$ cat config.mk
export PLATFORM = sky130hd
export DESIGN_NAME = tcw_result_reg_flat
export DESIGN_NICKNAME = d
export VERILOG_FILES = /design/src/sv/tcw_pkg.sv /design/src/sv/tcw_if.sv /design/src/sv/tcw_result_reg.sv /design/src/flat_wrapper.sv
export SDC_FILE = /design/constraint.sdc
export NUM_CORES = 1
export LEC_CHECK = 0
export CAP_MARGIN = 20
export CORE_AREA = 2 2 46 48
export CTS_CLUSTER_DIAMETER = 100
export DETAILED_ROUTE_END_ITERATION = 10
export DIE_AREA = 0 0 48 50
export DONT_BUFFER_PORTS = 1
export PLACE_DENSITY_LB_ADDON = 0.3
export SLEW_MARGIN = 20
export SYNTH_ARGS = -nofsm -noshare
export SYNTH_HDL_FRONTEND = slang
export SYNTH_SLANG_ARGS = --single-unit
$ cat constraint.sdc
create_clock -name clk -period 0.9 [get_ports clk]
set_input_delay 0.18 -clock clk [delete_from_list [all_inputs] [get_ports clk]]
set_output_delay 0.18 -clock clk [all_outputs]
set_load 0.005 [all_outputs]
$ cat src/sv/tcw_pkg.sv
// Package with the shared types and constants of the text console writer.
`timescale 1ns / 1ps

package tcw_pkg;

  localparam int DEF_MAX_COLUMNS = 128;
  localparam int DEF_MAX_ROWS    = 32;

  localparam logic [7:0] SPACE_CODE   = 8'd32;
  localparam logic [7:0] LINE_FEED    = 8'd10;
  localparam logic [7:0] CARRIAGE_RET = 8'd13;
  localparam logic [7:0] ATTR_RESET   = 8'd240;
  localparam logic [7:0] COLS_RESET   = 8'd80;
  localparam logic [5:0] ROWS_RESET   = 6'd30;

  typedef enum logic [1:0] {
    OP_PUT   = 2'd0,
    OP_MOVE  = 2'd1,
    OP_CLEAR = 2'd2,
    OP_READ  = 2'd3
  } tcw_op_t;

  typedef enum logic [1:0] {
    REG_TEXT_ATTRIBUTE = 2'd0,
    REG_COLUMNS_IN_USE = 2'd1,
    REG_ROWS_IN_USE    = 2'd2
  } tcw_reg_t;

  typedef enum logic [2:0] {
    ST_INIT,
    ST_IDLE,
    ST_EXEC,
    ST_READ,
    ST_COPY,
    ST_DRAIN,
    ST_FILL,
    ST_HOLD
  } tcw_state_t;

  typedef struct packed {
    logic [7:0] char_code;
    logic [7:0] color;
  } tcw_cell_t;

  typedef struct packed {
    logic [6:0] cursor_col;
    logic [4:0] cursor_row;
    logic [7:0] cell_char;
    logic [7:0] cell_color;
    logic       did_scroll;
  } tcw_result_t;

endpackage

$ cat src/sv/tcw_if.sv


interface tcw_rsp_if;
  logic       valid;
  logic       ready;
  logic [6:0] cursor_col;
  logic [4:0] cursor_row;
  logic [7:0] cell_char;
  logic [7:0] cell_color;
  logic       did_scroll;

  modport source (output valid, cursor_col, cursor_row, cell_char, cell_color, did_scroll,
                  input ready);
  modport sink (input valid, cursor_col, cursor_row, cell_char, cell_color, did_scroll,
                output ready);
endinterface

$ cat src/sv/tcw_result_reg.sv
// Output register that holds one finished result item until it is taken.
`timescale 1ns / 1ps

module tcw_result_reg (
  input  logic                 clk,
  input  logic                 rst,
  input  logic                 res_valid,
  output logic                 res_ready,
  input  tcw_pkg::tcw_result_t res,
  tcw_rsp_if.source            rsp
);
  import tcw_pkg::*;

  logic        full;
  tcw_result_t data;

  assign res_ready = !full || rsp.ready;

  always_ff @(posedge clk) begin
    if (rst) begin
      full <= 1'b0;
    end else if (res_valid && res_ready) begin
      full <= 1'b1;
    end else if (rsp.ready) begin
      full <= 1'b0;
    end
  end

  always_ff @(posedge clk) begin
    if (res_valid && res_ready) begin
      data <= res;
    end
  end

  assign rsp.valid      = full;
  assign rsp.cursor_col = data.cursor_col;
  assign rsp.cursor_row = data.cursor_row;
  assign rsp.cell_char  = data.cell_char;
  assign rsp.cell_color = data.cell_color;
  assign rsp.did_scroll = data.did_scroll;

endmodule

$ cat src/flat_wrapper.sv
// flat-port wrapper written by rule: the top's interface ports become plain ports
module tcw_result_reg_flat import tcw_pkg::*;
  (clk, rst, res_valid, res_ready, res, rsp_valid, rsp_cursor_col, rsp_cursor_row, rsp_cell_char, rsp_cell_color, rsp_did_scroll, rsp_ready);
  tcw_rsp_if rsp_i ();
  input  logic clk;
  input  logic rst;
  input  logic res_valid;
  output logic res_ready;
  input  tcw_pkg::tcw_result_t res;
  output wire logic [$bits(rsp_i.valid)-1:0] rsp_valid;
  output wire logic [$bits(rsp_i.cursor_col)-1:0] rsp_cursor_col;
  output wire logic [$bits(rsp_i.cursor_row)-1:0] rsp_cursor_row;
  output wire logic [$bits(rsp_i.cell_char)-1:0] rsp_cell_char;
  output wire logic [$bits(rsp_i.cell_color)-1:0] rsp_cell_color;
  output wire logic [$bits(rsp_i.did_scroll)-1:0] rsp_did_scroll;
  input wire logic [$bits(rsp_i.ready)-1:0] rsp_ready;
  assign rsp_valid = rsp_i.valid;
  assign rsp_cursor_col = rsp_i.cursor_col;
  assign rsp_cursor_row = rsp_i.cursor_row;
  assign rsp_cell_char = rsp_i.cell_char;
  assign rsp_cell_color = rsp_i.cell_color;
  assign rsp_did_scroll = rsp_i.did_scroll;
  assign rsp_i.ready = rsp_ready;
  tcw_result_reg u_core (.clk(clk), .rst(rst), .res_valid(res_valid), .res_ready(res_ready), .res(res), .rsp(rsp_i));
endmodule
==> flow_summary.yaml, run 1 <==
outcome:
  status: "finished, violations left"
  failed_checks: "setup timing"
timing:
  fin_tns_setup_ps: -3980
  clock.fmax_ghz: 0.957
  rsz0062_at_grt: "true"
  fin_skew_ps: 5.73
  post-route-period-util_pct: 116
  period_minus_slack_ps: 1050
  hold_violations: 0
  slew_headroom_pct: 93.2
  fin_ws_ps: -145
  slew_violations: 0
  setup_violations: 38
  worst_pin_slew_ps: 102
grt:
  grt_overflow: 0
  grt_antenna_before_repair: 0
  grt_max_degree: 18
  grt_pass1_wl_mm: 2.31
  grt_usage_pct: 15.2
  grt_pass1_vias: 513
final_layout:
  fillers: 109
  antenna_cells: 0
  nNetsFinal: 110
  final_layout_size_suffix_gt1_share_pct: 20.5
  area_delta_synth_final_pct: 52.8
  layout_common_cells: "31 x dlygate4sd3_1, 29 x edfxtp_1, 5 x clkbuf_4"
  layout_commonest_cell: "dlygate4sd3_1"
synth:
  yosys_warnings: 0
  synthSimpleGateAreaFrac_pct: 2.43
  syn-mean-instance-area_sq_um: 27.2
  synthMuxAreaShare_pct: 0
  synth_top_area_cell: "edfxtp_1"
  syn_inst: 34
  netlist_area_sq_um: 926
  synth_top_family_by_area: "simple AND/OR/NAND/NOR gates"
  ys_ff_latch: 30
  synthXorXnorAreaFrac_pct: 0
  synth-adder-area-share_pct: 0
  syn_nets: 67
  ys_types: 6
  synth_compound_area_share_pct: 0.946
  yosysTopAreaCellShare_pct: 94.1
  synthTopCellsByArea: "edfxtp_1 94%, dfxtp_1 2.2%, nand2b_4 1.5%"
  seq_area_frac_synth_pct: 96.2
placement:
  dp_slack_ps: -108
  routabilityCongestion: 0.641
  port_buffers: 0
  dp_hpwl_mm: 1.05
clock_network:
  insertion_delay_ps: 320
  htree_levels: 2
  clkTransAtPathRegs_ps: 90
  clk_path_buf_depth: 2
  cts_sinks: 30
  cts_root_buffer: "clkbuf_4"
  cts_made_buffers: 5
  cts_tree: "yes"
  postCtsSetupBuffers: 0
detailed_routing:
  wl_per_cell_um: 15.7
  drt_iter0_drc: 5
  first_pass_iters: 2
  drt-vias-per-instance: 4.55
  num_vias: 478
  drc_errors: 0
  drt-total-wl_mm: 1.65
  final_antenna_net_count: 0
power_and_ir_drop:
  pwr-share-clk_pct: 29.7
  p_per_area_nw_per_um2: 1880
  power_uw: 2670
  p_sw_share_pct: 19.4
  switching_power_uw: 518
  intPower_uw: 2150
  leakage_uw: 0.000514
  ir_drop_uv: 1750
  seq_power_share_pct: 62.7
  power_frac_comb_pct: 7.7
job:
  drv_cap: 0
setup_path:
  end_kind: "flop"
  arrival_ps: 1090
  regToRegStartpoint: "u_core.rsp.valid"
  start_kind: "flop"
  crit_required_ps: 940
  startpoint: "u_core.rsp.valid"
  cp_max_fo: 8
  criticalPathCategory: "reg2reg"
worst_hold_path:
  holdCritStartpoint: "rsp_ready"
  hold_path_class: "in2reg"
die:
  io_pins: 64
  die_y_um: 50
  core_sq_um: 1900
  die-area_sq_um: 2400
  die_x_um: 48
  initial_core_util_pct: 48.7
  num_rows: 16
==> sequential cells by signal (all words and copies together) (netlist names) <==
register and count:
u_core.rsp.cell_char 8, u_core.rsp.cell_color 8, u_core.rsp.cursor_col 7, u_core.rsp.cursor_row 5, u_core.rsp.did_scroll 1, u_core.rsp.valid 1
==> power groups by stage <==
stage / clock (uW) / combinational, uW / sequential (uW)
2_1_floorplan: 0 / 36.1 / 1690
3_3_place_gp: 0 / 76.4 / 1700
3_5_place_dp: 0 / 79.5 / 1710
4_1_cts: 806 / 187 / 1670
5_1_grt: 893 / 222 / 1680
6_report: 791 / 205 / 1670
==> critical path, cell delays in order, from the launching register on <==
cell and delay [ps]:
dfxtp_2 350, nand2b_4 70, and2_4 190, clkbuf_16 160
==> stage by stage <==
step	util (%)	cell area, sq um	hold WS, ps	cells
3_5_place_dp	53.4	1020	236	65
3_3_place_gp	53.4	1020	238	65
5_1_grt	74.4	1420	126	105
6_report	74.4	1420	140	105
4_1_cts	73.1	1390	134	104
2_1_floorplan	-	927	235	34
==> metal layers <==
metal | routed length (um) | GRT usage (%) | vias up | share of wire, %
met3 | 152 | 9.16 | 0 | 9.2
met4 | 0 | 4.05 | 0 | 0
met1 | 585 | 16.0 | 213 | 35
met5 | 0 | 0 | - | 0
li1 | - | - | 219 | -
met2 | 910 | 24.7 | 46 | 55
==> kinds of logic (layout without fill, tap and decap cells) <==
group / count (synthesis) / count (layout)
simple gates: 2 / 2
compound gates: 1 / 1
flops: 30 / 30
buf+inv: 1 / 45
==> path summary, 6_finish.rpt <==
path                                                 to  slack, ps  cells after the start
worst max-delay path            u_core.rsp.cell_char[1]       -150                      3
worst min-delay path                   u_core.rsp.valid        140                      3
worst max register to register  u_core.rsp.cell_char[1]       -150                      3
worst min register to register         u_core.rsp.valid        590                      3
==> area by class of cell <==
type                            count  area (sq um)  area share [%]
Sequential cell                    30           892            63.0
Inverter                            1          3.75           0.265
Tap cell                           27          33.8            2.39
Multi-Input combinational cell      3          31.3            2.21
Clock inverter                      1          5.00           0.354
Timing Repair Buffer               36           394            27.9
Clock buffer                        7          55.1            3.89
==> cells in the mapped netlist <==
cell type / number
a21oi_2: 1
and2_4: 1
dfxtp_1: 1
edfxtp_1: 29
inv_1: 1
nand2b_4: 1
==> what timing repair did <==
item / CTS / global route
hold endpoints to repair: 30 / 0
endpoints found under the setup margin: 49 / 60
gates cloned: 0 / 1
gates resized for setup: 1 / 0
hold buffers: 31 / 0
Power figures use the tool's default switching activity.
==> run 2: changes to the inputs <==
- CELL_PAD_IN_SITES_DETAIL_PLACEMENT: unset -> 0
- CELL_PAD_IN_SITES_GLOBAL_PLACEMENT: unset -> 1
- CORE_AREA: 2 2 46 48 -> 2 2 51 53
- DIE_AREA: 0 0 48 50 -> 0 0 53 55
==> flow_summary.yaml, run 2 (synthesis results as in run 1) <==
placement:
  port_buffers: 0
  routabilityCongestion: 0.633
  placedCellCount: 68
setup_path:
  criticalPathCategory: "reg2reg"
  cp_max_fo: 7
  arrival_ps: 1120
  end_kind: "flop"
  crit_required_ps: 950
  r2r_cells: 3
  start_kind: "flop"
clock_network:
  cts_sinks: 30
  htree_levels: 2
  postCtsSetupBuffers: 0
  clk_path_buf_depth: 2
  cts_made_buffers: 5
  cts_tree: "yes"
  insertion_delay_ps: 320
  clkTransAtPathRegs_ps: 90
  cts_root_buffer: "clkbuf_4"
grt:
  grt_pass1_wl_mm: 2.34
  grt_overflow: 0
  grt_usage_pct: 13.2
  grt_pass1_vias: 481
  grt_max_degree: 16
  grt_antenna_before_repair: 0
outcome:
  status: "finished, violations left"
  failed_checks: "setup timing"
timing:
  clock.fmax_ghz: 0.939
  post-route-period-util_pct: 118
  worst_pin_slew_ps: 127
  fin_skew_ps: 9.69
  rsz0062_at_grt: "true"
  hold_violations: 0
  fin_ws_ps: -165
  period_minus_slack_ps: 1070
  setup_violations: 48
  slew_violations: 0
  slew_headroom_pct: 91.5
worst_hold_path:
  hold_path_class: "in2reg"
  min_delay_path_depth: 3
detailed_routing:
  first_pass_iters: 3
  num_vias: 494
  drc_errors: 0
  final_antenna_net_count: 0
  wl_per_cell_um: 17.1
  drt-vias-per-instance: 4.53
  drt_iter0_drc: 23
  drt-total-wl_mm: 1.86
final_layout:
  antenna_cells: 0
  layout_common_cells: "31 x dlygate4sd3_1, 29 x edfxtp_1, 5 x clkbuf_4"
  layout.cells.non_filler: 109
  area_delta_synth_final_pct: 55.3
  layout_commonest_cell: "dlygate4sd3_1"
  nNetsFinal: 111
  final_layout_size_suffix_gt1_share_pct: 21.5
die:
  die-area_sq_um: 2920
  io_pins: 64
  die_x_um: 53
  core_sq_um: 2360
  initial_core_util_pct: 39.2
  num_rows: 18
  die_y_um: 55
power_and_ir_drop:
  power_uw: 2620
  leakage_uw: 0.000520
  ir_drop_uv: 1610
  p_per_area_nw_per_um2: 1820
job:
  drv_cap: 0
-- run 2: cell count changes in the layout (fill, tap and decap cells not counted) --
cell,delta
clkbuf_1,-1
clkbuf_16,+1
clkbuf_8,-1
clkinv_1,+1
clkinvlp_4,+1
-- run 2: cell type report --
type	instances	area, sq um
fill	191	927
sequential	30	892
timing repair buffer	37	419
clock buffer	5	37.5
tap	30	37.5
multi-input combinational	3	31.3
clock inverter	3	16.3
inverter	1	3.75
-- run 2: metrics by stage --
stage | worst slack [ps] | instance area [sq um] | setup TNS [ps] | utilization, % | hold WS [ps]
after CTS | -173 | 1390 | -4430 | 58.7 | 110
after floorplan | -148 | 927 | -4300 | - | 235
after global placement | -72.9 | 1020 | -2050 | 43.1 | 236
after detailed placement | -90.8 | 1020 | -2570 | 43.1 | 237
after global routing | -212 | 1440 | -7160 | 60.8 | 115
final | -165 | 1440 | -4770 | 60.8 | 135
-- run 2: path summary, 6_finish.rpt --
| kind | startpoint | endpoint | slack (ps) |
|---|---|---|---|
| min reg2reg | u_core.rsp.valid | u_core.rsp.valid | 590 |
| max reg2reg | u_core.rsp.valid | u_core.rsp.cursor_row[3] | -170 |
| max | u_core.rsp.valid | u_core.rsp.cursor_row[3] | -170 |
| min | rsp_ready | u_core.rsp.valid | 140 |
-- run 2: worst max-delay path, cell delays in order, from the launching register on --
cell and delay [ps]:
dfxtp_2 350, nand2b_4 70, and2_4 210, clkbuf_16 170
-- run 2: where the power goes --
| group | switching (uW) | internal [uW] |
|---|---|---|
| Sequential | 43.1 | 1630 |
| Clock | 432 | 290 |
| Combinational | 69.4 | 153 |
-- run 2: layer usage --
metal | GRT usage (%) | up-vias | share of wire (%)
met3 | 11.6 | 2 | 12
met5 | 0 | - | 0
li1 | - | 221 | -
met2 | 20.8 | 41 | 56
met1 | 11.6 | 230 | 32
met4 | 6.41 | 0 | 0.81
-- run 2: timing repair --
item | CTS | global route
gates cloned | 0 | 2
endpoints found under the hold margin | 30 | 0
pin swaps | 0 | 0
setup endpoints to repair | 60 | 60
gates resized for setup | 1 | 0
hold buffers | 31 | 0
