**src/sv/tcw_pkg.sv**
```systemverilog
// Package with the shared types and constants of the text console writer.
`timescale 1ns / 1ps

package tcw_pkg;

  localparam int DEF_MAX_COLUMNS = 128;
  localparam int DEF_MAX_ROWS    = 32;

  localparam logic [7:0] SPACE_CODE   = 8'd32;
  localparam logic [7:0] LINE_FEED    = 8'd10;
  localparam logic [7:0] CARRIAGE_RET = 8'd13;
  localparam logic [7:0] ATTR_RESET   = 8'd240;
  localparam logic [7:0] COLS_RESET   = 8'd80;
  localparam logic [5:0] ROWS_RESET   = 6'd30;

  typedef enum logic [1:0] {
    OP_PUT   = 2'd0,
    OP_MOVE  = 2'd1,
    OP_CLEAR = 2'd2,
    OP_READ  = 2'd3
  } tcw_op_t;

  typedef enum logic [1:0] {
    REG_TEXT_ATTRIBUTE = 2'd0,
    REG_COLUMNS_IN_USE = 2'd1,
    REG_ROWS_IN_USE    = 2'd2
  } tcw_reg_t;

  typedef enum logic [2:0] {
    ST_INIT,
    ST_IDLE,
    ST_EXEC,
    ST_READ,
    ST_COPY,
    ST_DRAIN,
    ST_FILL,
    ST_HOLD
  } tcw_state_t;

  typedef struct packed {
    logic [7:0] char_code;
    logic [7:0] color;
  } tcw_cell_t;

  typedef struct packed {
    logic [6:0] cursor_col;
    logic [4:0] cursor_row;
    logic [7:0] cell_char;
    logic [7:0] cell_color;
    logic       did_scroll;
  } tcw_result_t;

endpackage

```
**src/sv/tcw_if.sv**
```systemverilog
// Item channel interfaces for the command and response sides of the console writer.
`timescale 1ns / 1ps

interface tcw_cmd_if;
  logic       valid;
  logic       ready;
  logic [1:0] opcode;
  logic [7:0] char_code;
  logic [7:0] target_col;
  logic [7:0] target_row;

  modport source (output valid, opcode, char_code, target_col, target_row, input ready);
  modport sink (input valid, opcode, char_code, target_col, target_row, output ready);
endinterface


```
**src/sv/tcw_sequencer.sv**
```systemverilog
// Sequencer that runs each operation as reads and writes of the cell memory.
`timescale 1ns / 1ps

module tcw_sequencer #(
  parameter int  MAX_COLUMNS = tcw_pkg::DEF_MAX_COLUMNS,
  parameter int  MAX_ROWS    = tcw_pkg::DEF_MAX_ROWS,
  localparam int ADDR_W      = $clog2(MAX_COLUMNS * MAX_ROWS)
) (
  input  logic               clk,
  input  logic               rst,
  tcw_cmd_if.sink            cmd,
  input  logic [7:0]         text_attribute,
  input  logic [7:0]         columns_in_use,
  input  logic [5:0]         rows_in_use,
  output logic               res_valid,
  input  logic               res_ready,
  output tcw_pkg::tcw_result_t res,
  output logic               mem_we,
  output logic [ADDR_W-1:0]  mem_waddr,
  output tcw_pkg::tcw_cell_t mem_wdata,
  output logic               mem_re,
  output logic [ADDR_W-1:0]  mem_raddr,
  input  tcw_pkg::tcw_cell_t mem_rdata
);
  import tcw_pkg::*;

  localparam int DEPTH  = MAX_COLUMNS * MAX_ROWS;
  localparam int COL_W  = $clog2(MAX_COLUMNS);
  localparam int ROW_W  = $clog2(MAX_ROWS);
  localparam int CCNT_W = $clog2(MAX_COLUMNS + 1);
  localparam int RCNT_W = $clog2(MAX_ROWS + 1);
  localparam int PROD_W = ROW_W + CCNT_W;
  localparam int TOT_W  = $clog2(DEPTH + 1);

  tcw_state_t state, state_next;

  logic [COL_W-1:0]  cur_col, cur_col_next;
  logic [ROW_W-1:0]  cur_row, cur_row_next;
  logic [ADDR_W-1:0] ptr, ptr_next;
  logic              scrolled, scrolled_next;
  logic              copy_wvalid;
  logic [ADDR_W-1:0] copy_waddr;
  tcw_op_t           item_op;
  logic [7:0]        item_code;
  logic [7:0]        item_col;
  logic [7:0]        item_row;
  logic [7:0]        res_char;
  logic [7:0]        res_color;
  logic [ADDR_W-1:0] fill_last;
  logic [ADDR_W-1:0] scroll_start;

  logic [CCNT_W-1:0] cols_lim, col_last, col_inc;
  logic [RCNT_W-1:0] rows_lim, row_last;
  logic [TOT_W-1:0]  cells;
  logic [COL_W-1:0]  ccol, tcol_c, col_sel;
  logic [ROW_W-1:0]  crow, trow_c, row_sel;
  logic [PROD_W-1:0] row_base;
  logic [ADDR_W-1:0] cell_addr;
  logic              is_nl, wrap, new_line, last_row, exec_scroll;
  logic              accept, fill_done, copy_done;

  always_comb begin
    if (columns_in_use == '0) begin
      cols_lim = CCNT_W'(1);
    end else if (16'(columns_in_use) > 16'(MAX_COLUMNS)) begin
      cols_lim = CCNT_W'(MAX_COLUMNS);
    end else begin
      cols_lim = CCNT_W'(columns_in_use);
    end
    if (rows_in_use == '0) begin
      rows_lim = RCNT_W'(1);
    end else if (16'(rows_in_use) > 16'(MAX_ROWS)) begin
      rows_lim = RCNT_W'(MAX_ROWS);
    end else begin
      rows_lim = RCNT_W'(rows_in_use);
    end
  end

  assign col_last = cols_lim - CCNT_W'(1);
  assign row_last = rows_lim - RCNT_W'(1);
  assign cells    = TOT_W'(cols_lim) * TOT_W'(rows_lim);

  assign ccol   = (16'(cur_col) > 16'(col_last)) ? COL_W'(col_last) : cur_col;
  assign crow   = (16'(cur_row) > 16'(row_last)) ? ROW_W'(row_last) : cur_row;
  assign tcol_c = (16'(item_col) > 16'(col_last)) ? COL_W'(col_last) : COL_W'(item_col);
  assign trow_c = (16'(item_row) > 16'(row_last)) ? ROW_W'(row_last) : ROW_W'(item_row);

  assign row_sel   = (item_op == OP_READ) ? trow_c : crow;
  assign col_sel   = (item_op == OP_READ) ? tcol_c : ccol;
  assign row_base  = PROD_W'(row_sel) * PROD_W'(cols_lim);
  assign cell_addr = ADDR_W'(row_base) + ADDR_W'(col_sel);

  assign is_nl       = (item_code == LINE_FEED) || (item_code == CARRIAGE_RET);
  assign col_inc     = CCNT_W'(ccol) + CCNT_W'(1);
  assign wrap        = (col_inc == cols_lim);
  assign new_line    = is_nl || wrap;
  assign last_row    = (RCNT_W'(crow) == row_last);
  assign exec_scroll = (item_op == OP_PUT) && new_line && last_row;

  assign accept    = cmd.valid && cmd.ready;
  assign fill_done = (ptr == fill_last);
  assign copy_done = (ptr == scroll_start - ADDR_W'(1));

  always_comb begin
    state_next = state;
    case (state)
      ST_INIT: begin
        if (ptr == ADDR_W'(DEPTH - 1)) state_next = ST_IDLE;
      end
      ST_IDLE: begin
        if (cmd.valid) state_next = ST_EXEC;
      end
      ST_EXEC: begin
        case (item_op)
          OP_CLEAR: state_next = ST_FILL;
          OP_READ:  state_next = ST_READ;
          OP_PUT: begin
            if (exec_scroll) begin
              state_next = (rows_lim == RCNT_W'(1)) ? ST_FILL : ST_COPY;
            end else begin
              state_next = res_ready ? ST_IDLE : ST_HOLD;
            end
          end
          default: state_next = res_ready ? ST_IDLE : ST_HOLD;
        endcase
      end
      ST_READ: state_next = res_ready ? ST_IDLE : ST_HOLD;
      ST_COPY: begin
        if (copy_done) state_next = ST_DRAIN;
      end
      ST_DRAIN: state_next = ST_FILL;
      ST_FILL: begin
        if (fill_done) state_next = res_ready ? ST_IDLE : ST_HOLD;
      end
      ST_HOLD: begin
        if (res_ready) state_next = ST_IDLE;
      end
      default: state_next = ST_INIT;
    endcase
  end

  always_comb begin
    cur_col_next  = cur_col;
    cur_row_next  = cur_row;
    ptr_next      = ptr + ADDR_W'(1);
    scrolled_next = scrolled;
    case (state)
      ST_IDLE: begin
        if (accept) scrolled_next = 1'b0;
      end
      ST_EXEC: begin
        case (item_op)
          OP_PUT: begin
            cur_row_next = crow;
            ptr_next     = '0;
            if (new_line) begin
              cur_col_next = '0;
              if (last_row) begin
                scrolled_next = 1'b1;
              end else begin
                cur_row_next = crow + ROW_W'(1);
              end
            end else begin
              cur_col_next = COL_W'(col_inc);
            end
          end
          OP_MOVE: begin
            cur_col_next = tcol_c;
            cur_row_next = trow_c;
          end
          OP_CLEAR: begin
            cur_col_next = '0;
            cur_row_next = '0;
            ptr_next     = '0;
          end
          default: ptr_next = ptr;
        endcase
      end
      ST_DRAIN: ptr_next = ptr;
      default: ptr_next = ptr + ADDR_W'(1);
    endcase
  end

  always_comb begin
    cmd.ready = (state == ST_IDLE);
    res_valid = 1'b0;
    mem_we    = 1'b0;
    mem_waddr = ptr;
    mem_wdata = '{char_code: SPACE_CODE, color: text_attribute};
    mem_re    = 1'b0;
    mem_raddr = cell_addr;
    case (state)
      ST_INIT: begin
        mem_we    = 1'b1;
        mem_wdata = '{char_code: SPACE_CODE, color: ATTR_RESET};
      end
      ST_EXEC: begin
        mem_we    = (item_op == OP_PUT) && !is_nl;
        mem_waddr = cell_addr;
        mem_wdata = '{char_code: item_code, color: text_attribute};
        mem_re    = (item_op == OP_READ);
        res_valid = (item_op == OP_MOVE) || ((item_op == OP_PUT) && !exec_scroll);
      end
      ST_READ: res_valid = 1'b1;
      ST_COPY, ST_DRAIN: begin
        mem_we    = copy_wvalid;
        mem_waddr = copy_waddr;
        mem_wdata = mem_rdata;
        mem_re    = (state == ST_COPY);
        mem_raddr = ptr + ADDR_W'(cols_lim);
      end
      ST_FILL: begin
        mem_we    = 1'b1;
        res_valid = fill_done;
      end
      ST_HOLD: res_valid = 1'b1;
      default: res_valid = 1'b0;
    endcase
  end

  always_comb begin
    res.cursor_col = 7'(cur_col_next);
    res.cursor_row = 5'(cur_row_next);
    res.cell_char  = (state == ST_READ) ? mem_rdata.char_code : res_char;
    res.cell_color = (state == ST_READ) ? mem_rdata.color : res_color;
    res.did_scroll = scrolled;
  end

  always_ff @(posedge clk) begin
    if (rst) begin
      state       <= ST_INIT;
      cur_col     <= '0;
      cur_row     <= '0;
      ptr         <= '0;
      scrolled    <= 1'b0;
      copy_wvalid <= 1'b0;
    end else begin
      state       <= state_next;
      cur_col     <= cur_col_next;
      cur_row     <= cur_row_next;
      ptr         <= ptr_next;
      scrolled    <= scrolled_next;
      copy_wvalid <= (state == ST_COPY);
    end
  end

  always_ff @(posedge clk) begin
    copy_waddr   <= ptr;
    fill_last    <= ADDR_W'(cells - TOT_W'(1));
    scroll_start <= ADDR_W'(cells - TOT_W'(cols_lim));
    if (accept) begin
      item_op   <= tcw_op_t'(cmd.opcode);
      item_code <= cmd.char_code;
      item_col  <= cmd.target_col;
      item_row  <= cmd.target_row;
      res_char  <= '0;
      res_color <= '0;
    end else if (state == ST_READ) begin
      res_char  <= mem_rdata.char_code;
      res_color <= mem_rdata.color;
    end
  end

endmodule

```
**src/flat_wrapper.sv**
```systemverilog
// flat-port wrapper written by rule: the top's interface ports become plain ports
module tcw_sequencer_flat import tcw_pkg::*;
#(
  parameter int  MAX_COLUMNS = tcw_pkg::DEF_MAX_COLUMNS,
  parameter int  MAX_ROWS    = tcw_pkg::DEF_MAX_ROWS,
  localparam int ADDR_W      = $clog2(MAX_COLUMNS * MAX_ROWS)
)
  (clk, rst, text_attribute, columns_in_use, rows_in_use, res_valid, res_ready, res, mem_we, mem_waddr, mem_wdata, mem_re, mem_raddr, mem_rdata, cmd_valid, cmd_opcode, cmd_char_code, cmd_target_col, cmd_target_row, cmd_ready);
  tcw_cmd_if cmd_i ();
  input  logic clk;
  input  logic rst;
  input  logic [7:0] text_attribute;
  input  logic [7:0] columns_in_use;
  input  logic [5:0] rows_in_use;
  output logic res_valid;
  input  logic res_ready;
  output tcw_pkg::tcw_result_t res;
  output logic mem_we;
  output logic [ADDR_W-1:0] mem_waddr;
  output tcw_pkg::tcw_cell_t mem_wdata;
  output logic mem_re;
  output logic [ADDR_W-1:0] mem_raddr;
  input  tcw_pkg::tcw_cell_t mem_rdata;
  input wire logic [$bits(cmd_i.valid)-1:0] cmd_valid;
  input wire logic [$bits(cmd_i.opcode)-1:0] cmd_opcode;
  input wire logic [$bits(cmd_i.char_code)-1:0] cmd_char_code;
  input wire logic [$bits(cmd_i.target_col)-1:0] cmd_target_col;
  input wire logic [$bits(cmd_i.target_row)-1:0] cmd_target_row;
  output wire logic [$bits(cmd_i.ready)-1:0] cmd_ready;
  assign cmd_i.valid = cmd_valid;
  assign cmd_i.opcode = cmd_opcode;
  assign cmd_i.char_code = cmd_char_code;
  assign cmd_i.target_col = cmd_target_col;
  assign cmd_i.target_row = cmd_target_row;
  assign cmd_ready = cmd_i.ready;
  tcw_sequencer #(.MAX_COLUMNS(MAX_COLUMNS), .MAX_ROWS(MAX_ROWS)) u_core (.clk(clk), .rst(rst), .cmd(cmd_i), .text_attribute(text_attribute), .columns_in_use(columns_in_use), .rows_in_use(rows_in_use), .res_valid(res_valid), .res_ready(res_ready), .res(res), .mem_we(mem_we), .mem_waddr(mem_waddr), .mem_wdata(mem_wdata), .mem_re(mem_re), .mem_raddr(mem_raddr), .mem_rdata(mem_rdata));
endmodule
```
**config.mk**
```make
export PLATFORM = sky130hd
export DESIGN_NAME = tcw_sequencer_flat
export DESIGN_NICKNAME = d
export VERILOG_FILES = /design/src/sv/tcw_pkg.sv /design/src/sv/tcw_if.sv /design/src/sv/tcw_sequencer.sv /design/src/flat_wrapper.sv
export SDC_FILE = /design/constraint.sdc
export NUM_CORES = 1
export LEC_CHECK = 0
export ABC_AREA = 1
export ABC_CLOCK_PERIOD_IN_PS = 10700
export BUFFER_PORTS_ARGS = -buffer_cell sky130_fd_sc_hd__buf_2
export CORE_ASPECT_RATIO = 1.1
export CORE_MARGIN = 3
export CORE_UTILIZATION = 50
export CTS_BUF_LIST = sky130_fd_sc_hd__clkbuf_16
export DETAILED_ROUTE_END_ITERATION = 8
export PLACE_DENSITY = 0.77
export SLEW_MARGIN = 25
export SYNTH_ARGS = -nofsm -noshare
export SYNTH_HDL_FRONTEND = slang
export SYNTH_SLANG_ARGS = --single-unit
```
**constraint.sdc**
```tcl
create_clock -name clk -period 10.7 [get_ports clk]
set_input_delay 1.605 -clock clk [delete_from_list [all_inputs] [get_ports clk]]
set_output_delay 1.605 -clock clk [all_outputs]
set_load 0.02 [all_outputs]
```
==> results.json, run 1 <==
{
  "status": "finished, final reports clean",
  "core_sq_mm": 0.0195,
  "top_usage_layer": "met2",
  "synth_most_common_cell": "nand2_1",
  "final.period_utilization_pct": 93.6,
  "std_cell_rows": 53,
  "antenna_found_initial": 0,
  "fp.dieArea_sq_mm": 0.0220,
  "worst_pin_slew_ps": 930,
  "p_per_area_mw_per_mm2": 102,
  "timing.setup.tns_ps": 0,
  "synth_area_leader_cell": "dfxtp_1",
  "synth_seq_cells": 107,
  "synth-async-reset-ratio_pct": 0,
  "critPathSlowestCell": "fa_1",
  "rsz0062_at_grt": "no",
  "nFillCells": 1860,
  "relSlewSlack_pct": 37.8,
  "wl_per_cell_um": 15.9,
  "hold_path.class": "flip-flop to flip-flop",
  "critical-path-max-stage-delay_ps": 540,
  "reg2reg_depth": 24,
  "via_per_inst": 5.42,
  "grt_util_met1_pct": 32.1,
  "drive_gt1_share_pct": 16.1,
  "remaining_drc_errors": 0,
  "initial_core_util_pct": 51.9,
  "critPathKind": "input port to primary output",
  "worst_slack_ps": 686,
  "hold-path-cell-count": 0,
  "clock_sinks": 107,
  "first_pass_iters": 5,
  "cts_root_buffer": "clkbuf_16",
  "timing.rr.start": "u_core.cur_col[5]",
  "netlist_top_cells_count": "nand2_1 (290), inv_1 (225), nor2_1 (139)",
  "place_ws_ps": 493,
  "syn_nets": 1593,
  "fin_crit_ps": 10010,
  "startpoint_type": "input port",
  "fmaxAchievable_mhz": 99.9,
  "r2r-end": "u_core.cur_row[3]",
  "hpwl_um": 22600,
  "area_delta_synth_final_pct": 12.8,
  "grt_util_met3_pct": 3.44,
  "nNetsFinal": 1726,
  "clk_latency_ps": 370,
  "holdCritStartpoint": "u_core.ptr[10]",
  "cts_tree": "built",
  "multiInputGateArea_sq_mm": 0.00668,
  "grt.total_usage_pct": 25.9,
  "hold_viol": 0,
  "clk_path_buf_depth": 2,
  "vias": 9621,
  "crit_path_frequent_cell": "nand2_1",
  "peakVddDrop_mv": 0.0700,
  "synth_seq_area_share_pct": 23.8,
  "rrSetupSlack_ps": 7100,
  "worstPathArrival_ps": 8410,
  "netlist-cell-type-count": 58,
  "setup_viol": 0,
  "antenna_cells": 0,
  "ys_top_cells_by_area": "dfxtp_1 (16%), nand2_1 (11%), ha_1 (11%)",
  "h-tree-depth": 3,
  "grt_max_degree": 26,
  "pin_count": 141,
  "yosys_warnings": 0,
  "drv_cap": 0,
  "drt_wl_total_um": 28200,
  "die_h_um": 155,
  "drv_slew": 0,
  "seq_area_sq_mm": 0.00240,
  "grt_util_met2_pct": 44.8,
  "critical_path.max_fanout": 11,
  "place_congestion": 0.961,
  "skew_ps": 13.3,
  "antenna_left": 0,
  "overflow": 0,
  "numCtsBuffers": 9,
  "synth.avg_cell_area_sq_um": 7.28,
  "synth_ff_type": "dfxtp_1",
  "drtIter0Drc": 711,
  "cts.clk_slew.worst_paths_ps": 80,
  "die_w_um": 142,
  "synth_top_area_share_pct": 16.0,
  "p_leak_nw": 5.95,
  "grt_pass1_wl_um": 46100,
  "io_buffers": 140,
  "cp.required_ps": 9100,
  "setup.worst_path.end_class": "primary output",
  "synth.cell_area_sq_mm": 0.0101,
  "grt_pass1_vias": 9477,
  "syn_inst": 1389,
  "min_to": "u_core.copy_waddr[10]",
  "synth_edf_count": 26
}
==> per-layer routing <==
metal / routed length, um / up-vias
met5: 0 / -
met4: 1230 / 0
met3: 2170 / 91
met2: 13700 / 398
met1: 11100 / 4431
li1: - / 4701
==> critical path, delay by kind of cell <==
family	cells	cell delay (ps)
fa+ha+maj	6	2420
mux	1	120
xor+xnor	3	600
simple gates	13	1180
buf+inv	9	1180
compound gates	8	1290
==> layout make-up <==
class,count,area share (%)
Timing Repair Buffer,152,7.11
Inverter,235,7.81
Multi-Input combinational cell,1017,58.6
Clock inverter,7,0.746
Tap cell,247,2.71
Clock buffer,9,1.97
Sequential cell,107,21.1
==> state kept, by name (all words and copies together), names as in the netlist <==
name and cells:
u_core.res_char 8, u_core.copy_wvalid 1, u_core.cur_col 7, u_core.item_op 2, u_core.item_code 8, u_core.copy_waddr 12
u_core.fill_last 12, u_core.ptr 12, u_core.res_color 8, u_core.item_row 8, u_core.cur_row 5, u_core.item_col 8
u_core.scroll_start 12, u_core.scrolled 1, u_core.state 3
==> cell usage in the layout (no fill, tap or decap), types with 3 or more instances in the layout <==
master and count:
nand2_1 290, inv_1 224, buf_2 140, nor2_1 137
ha_1 86, o21ai_0 81, dfxtp_1 81, a21oi_1 62
xor2_1 60, nand3_1 59, fa_1 50, or2_2 26
edfxtp_1 26, xnor2_1 23, nand4_1 18, nand2_2 13
nor3_1 12, buf_4 11, clkbuf_16 9, o211ai_1 8
o22ai_1 7, o221ai_1 7, o21ai_1 6, nor2_2 6
and2_1 6, o21bai_1 6, nor4_1 6, nand2_4 5
inv_2 5, a211oi_1 5, clkinv_1 4, o21a_1 4
o21ai_2 4, nor2_4 3, nand3_2 3, clkinv_8 3
==> metrics by stage <==
step	hold WS (ps)	std cells	cell area (sq um)	power, mW	utilization, %
after floorplan	329	1389	10100	0.736	-
after detailed placement	404	1758	11100	0.830	56.8
after CTS	417	1774	11400	1.17	58.4
after global placement	403	1757	11100	0.822	56.7
final	419	1774	11400	1.16	58.5
after global routing	429	1774	11400	1.23	58.5
==> where the power goes <==
group	total [mW]	switching, mW	internal [mW]
clock	0.341	0.174	0.167
combinational	0.341	0.205	0.136
sequential	0.480	0.0279	0.452
total	1.16	0.407	0.755
==> worst max path at each step <==
stage	startpoint	end	slack, ps	cells after the start
6_report	rows_in_use[5]	mem_raddr[11]	690	40
4_1_cts	rows_in_use[5]	mem_raddr[11]	480	40
3_5_place_dp	rows_in_use[5]	mem_raddr[11]	490	40
5_1_grt	rows_in_use[5]	mem_waddr[11]	10	39
3_3_place_gp	rows_in_use[2]	mem_waddr[11]	660	39
2_1_floorplan	rows_in_use[2]	mem_waddr[11]	1010	38
==> repair_timing <==
item                                    CTS  global route
hold buffers                              0             0
resized for setup                         0             8
setup buffers                             0             0
endpoints found under the setup margin    0             3
==> cells by family after synthesis <==
logic type	Yosys count	share of synthesized area, %
xor gates and xnor gates	85	7.51
AOI/OAI and AO/OA	204	11.9
adders and majority gates	136	20.5
other	1	0.0371
muxes	1	0.0990
buffers and inverters	265	10.4
and+or+nand+nor	590	25.8
DFF	107	23.8
No activity file was read; power rests on OpenSTA's default activity.
==> run 2, diff against run 1 <==
CORE_UTILIZATION = 55   (was 50)
PLACE_DENSITY = 0.83   (was 0.77)
==> results.json, run 2 (synthesis gave the netlist of run 1 again) <==
{
  "status": "finished, final reports clean",
  "p_leak_nw": 5.98,
  "hold_buffers": 0,
  "reg2reg_depth": 24,
  "via_per_inst": 5.47,
  "cp.buffers_inverters": 9,
  "final_common_cell": "nand2_1",
  "setup_viol": 0,
  "drv_cap": 0,
  "r2r-end": "u_core.cur_row[3]",
  "hold_viol": 0,
  "nNetsFinal": 1730,
  "rsz0062_at_grt": "no",
  "initial_core_util_pct": 56.6,
  "critPathSlowestCell": "fa_1",
  "crit_cells": 39,
  "wl_per_cell_um": 15.6,
  "worstSetupEndpoint": "mem_waddr[11]",
  "core_sq_mm": 0.0179,
  "cts.clk_slew.worst_paths_ps": 80,
  "skew_ps": 10.1,
  "grt_max_degree": 38,
  "cts_tree": "built",
  "final.period_utilization_pct": 94.3,
  "fp.dieArea_sq_mm": 0.0201,
  "pin_count": 141,
  "grt_pass1_wl_um": 44900,
  "crit_path_frequent_cell": "nand2_1",
  "grt_pass1_vias": 9547,
  "clk_latency_ps": 370,
  "worstPathArrival_ps": 8480,
  "nFillCells": 1571,
  "antenna_cells": 0,
  "place_inst": 1752,
  "peakVddDrop_mv": 0.0778,
  "h-tree-depth": 3,
  "cts_root_buffer": "clkbuf_16",
  "critPathKind": "input port to primary output",
  "relSlewSlack_pct": 47.4,
  "critical_path.startpoint": "rows_in_use[5]",
  "clock_sinks": 107,
  "area_delta_synth_final_pct": 13.1,
  "p_per_area_mw_per_mm2": 101,
  "fmaxAchievable_mhz": 99.2,
  "die_w_um": 135,
  "cp.required_ps": 9100,
  "antenna_left": 0,
  "remaining_drc_errors": 0,
  "overflow": 0,
  "critical_path.max_fanout": 11,
  "drive_gt1_share_pct": 16.5,
  "clk_path_buf_depth": 2,
  "layout_common_cells": "nand2_1 (289), inv_1 (223), buf_2 (140)",
  "timing.setup.tns_ps": 0,
  "std_cell_rows": 51,
  "fin_crit_ps": 10090,
  "stdcell_count": 1769,
  "startpoint_type": "input port",
  "place_congestion": 0.960,
  "rrSetupSlack_ps": 7010,
  "cp_top_family": "adder cells",
  "first_pass_iters": 5,
  "critical-path-max-stage-delay_ps": 550,
  "timing.rr.start": "u_core.cur_col[5]",
  "setup.worst_path.end_class": "primary output",
  "drt_wl_total_um": 27700,
  "worst_pin_slew_ps": 787,
  "die_h_um": 148,
  "hpwl_um": 22300,
  "numCtsBuffers": 9,
  "drtIter0Drc": 602,
  "drv_slew": 0,
  "io_buffers": 140,
  "hold_path.class": "flip-flop to flip-flop",
  "antenna_found_initial": 0,
  "vias": 9678,
  "grt.total_usage_pct": 28.0
}
-- run 2: what timing repair did --
action,in CTS,in global routing
resized for setup,0,14
buffers inserted,0,0
endpoints found under the setup margin,0,2
hold endpoints to repair,0,0
-- run 2: routing by layer --
| metal | track usage (%) | share of wire (%) |
|---|---|---|
| met5 | 0 | 0 |
| met4 | 14.0 | 4.6 |
| met3 | 4.87 | 7.7 |
| met2 | 49.0 | 49 |
| met1 | 32.9 | 39 |
-- run 2: worst register-to-register path, cell delays in order, from the launching register on --
cell and delay, ps:
dfxtp_1 340, ha_1 310, nand2_1 70, nand2_1 50, a21oi_1 240, nand2_2 160, nand2_4 220, nand2_1 100
nand2_2 140, ha_1 210, nand3_2 140, nor2_2 210, nand2_1 130, nand3_1 100, nand2_1 70, nor3_2 170
nand2_2 150, nand2_4 200, nand2_2 120, nor2_1 110, nand2_1 60, nand3_1 90, nand2_1 90, nand2_1 80
nor2_1 40
-- run 2: where the power goes --
part | total (mW) | internal [mW] | switching, mW
logic | 0.348 | 0.138 | 0.210
registers | 0.479 | 0.452 | 0.0272
clock network | 0.334 | 0.164 | 0.170
total | 1.16 | 0.754 | 0.407
-- run 2: metrics by stage --
step                setup slack [ps]  cell area [sq um]  util (%)  total power, mW  hold WS, ps
floorplan                       1010              10100         -            0.736          329
global placement                 650              11100      61.9            0.819          407
detailed placement               323              11100      62.1            0.832          411
CTS                              324              11400      63.7             1.16          428
global route                    27.6              11400      64.0             1.22          438
finish                           615              11400      64.0             1.16          431
-- run 2: layout make-up --
type                       instances  area, sq um  area share [%]
clock buffer                       9          225            1.97
tap                              238          298            2.60
clock inverter                     7         68.8           0.602
timing repair buffer             156          841            7.35
multi-input combinational       1017         6720            58.7
sequential                       107         2400            21.0
inverter                         235          887            7.75
-- run 2: worst min-delay path by stage --
stage / startpoint / endpoint / slack (ps) / cells after the start
2_1_floorplan: u_core.ptr[9] / u_core.copy_waddr[9] / 330 / 0
3_3_place_gp: u_core.ptr[10] / u_core.copy_waddr[10] / 410 / 0
3_5_place_dp: u_core.ptr[10] / u_core.copy_waddr[10] / 410 / 0
4_1_cts: u_core.ptr[10] / u_core.copy_waddr[10] / 430 / 0
5_1_grt: u_core.ptr[10] / u_core.copy_waddr[10] / 440 / 0
6_report: u_core.ptr[10] / u_core.copy_waddr[10] / 430 / 0
==> run 3, diff against run 2 <==
PLACE_DENSITY = unset   (was 0.83)
PLACE_DENSITY_LB_ADDON = 0.12   (was unset)
==> results.json, run 3 (synthesis gave the netlist of run 1 again) <==
{
  "critical_path.max_fanout": 11,
  "die_h_um": 148,
  "fp.dieArea_sq_mm": 0.0201,
  "grt.total_usage_pct": 28.3,
  "final_common_cell": "nand2_1",
  "drive_gt1_share_pct": 16.5,
  "multiInputGateArea_sq_mm": 0.00671,
  "fmaxAchievable_mhz": 99.0,
  "hold_buffers": 0,
  "nNetsFinal": 1729,
  "worstPathArrival_ps": 8500,
  "worst_pin_slew_ps": 771,
  "timing.setup.tns_ps": 0,
  "cts_tree": "built",
  "setup_viol": 0,
  "remaining_drc_errors": 0,
  "p_per_area_mw_per_mm2": 103,
  "fin_crit_ps": 10100,
  "final.period_utilization_pct": 94.4,
  "hold_viol": 0,
  "skew_ps": 15.0,
  "die_w_um": 135,
  "critPathSlowestCell": "fa_1",
  "vias": 9429,
  "std_cell_rows": 51,
  "drv_cap": 0,
  "io_buffers": 140,
  "first_pass_iters": 5,
  "clk_path_buf_depth": 2,
  "h-tree-depth": 3,
  "drt_wl_total_um": 28200,
  "critPathKind": "input port to primary output",
  "relSlewSlack_pct": 48.5,
  "hpwl_um": 22600,
  "startpoint_type": "input port",
  "place_congestion": 0.933,
  "numCtsBuffers": 9,
  "clock_sinks": 107,
  "antenna_cells": 0,
  "via_per_inst": 5.33,
  "layout_common_cells": "nand2_1 (290), inv_1 (222), buf_2 (141)",
  "p_leak_nw": 5.98,
  "drv_slew": 0,
  "hold_path.class": "flip-flop to flip-flop",
  "antenna_found_initial": 0,
  "peakVddDrop_mv": 0.0919,
  "initial_core_util_pct": 56.6,
  "critical-path-max-stage-delay_ps": 540,
  "status": "finished, final reports clean",
  "grt_pass1_wl_um": 45200,
  "finish.utilization_pct": 64.1,
  "wl_per_cell_um": 16.0,
  "crit_path_frequent_cell": "nand2_1",
  "core_sq_mm": 0.0179,
  "grt_pass1_vias": 9232,
  "overflow": 0,
  "seq_area_sq_mm": 0.00240,
  "drtIter0Drc": 711,
  "rsz0062_at_grt": "no",
  "cts_resized": 0,
  "pin_count": 141,
  "cp.required_ps": 9100,
  "antenna_left": 0,
  "setup.worst_path.end_class": "primary output",
  "area_delta_synth_final_pct": 13.2,
  "cts_root_buffer": "clkbuf_16",
  "worst_slack_ps": 597,
  "clk_latency_ps": 360,
  "post_cts_buffers": 0,
  "grt_max_degree": 34,
  "cts.clk_slew.worst_paths_ps": 90,
  "place_ws_ps": 361,
  "nFillCells": 1700
}
-- run 3: worst paths after layout --
kind	from	endpoint	slack (ps)	cells after the start
worst min-delay path	u_core.ptr[10]	u_core.copy_waddr[10]	440	0
worst max register to register	u_core.cur_col[5]	u_core.cur_row[3]	7080	23
worst min register to register	u_core.ptr[10]	u_core.copy_waddr[10]	440	0
worst max-delay path	rows_in_use[5]	mem_waddr[11]	600	41
-- run 3: power breakdown --
group | switching (mW) | total, mW | internal, mW | leakage [nW]
logic | 0.208 | 0.346 | 0.137 | 4.93
clock network | 0.182 | 0.353 | 0.170 | 0.154
registers | 0.0259 | 0.478 | 0.452 | 0.897
-- run 3: area by class of cell --
cell class / instances / area share (%)
Multi-Input combinational cell: 1017 / 58.6
Tap cell: 238 / 2.60
Inverter: 235 / 7.75
Clock inverter: 7 / 0.820
Timing Repair Buffer: 155 / 7.26
Clock buffer: 9 / 1.97
Sequential cell: 107 / 21.0
-- run 3: through the flow --
step                hold slack, ps  area [sq um]  total power [mW]  instances
finish                         440         11400              1.18       1768
global route                   451         11400              1.25       1768
CTS                            435         11400              1.18       1767
detailed placement             423         11100             0.833       1751
global placement               422         11100             0.825       1750
floorplan                      329         10100             0.736       1389
-- run 3: layer usage --
layer,global-route usage [%],share of wire (%),vias up
met5,0,0,-
met1,34.8,42,4391
met3,4.13,5.5,53
li1,-,-,4705
met4,8.32,2.6,0
met2,51.0,50,280
-- run 3: worst max-delay path: cells and delay by family --
kind / cells / cell delay, ps
and+or+nand+nor: 15 / 1280
adders and majority gates: 5 / 2070
xor gates and xnor gates: 3 / 620
AOI/OAI and AO/OA: 8 / 1440
buffers and inverters: 10 / 1460
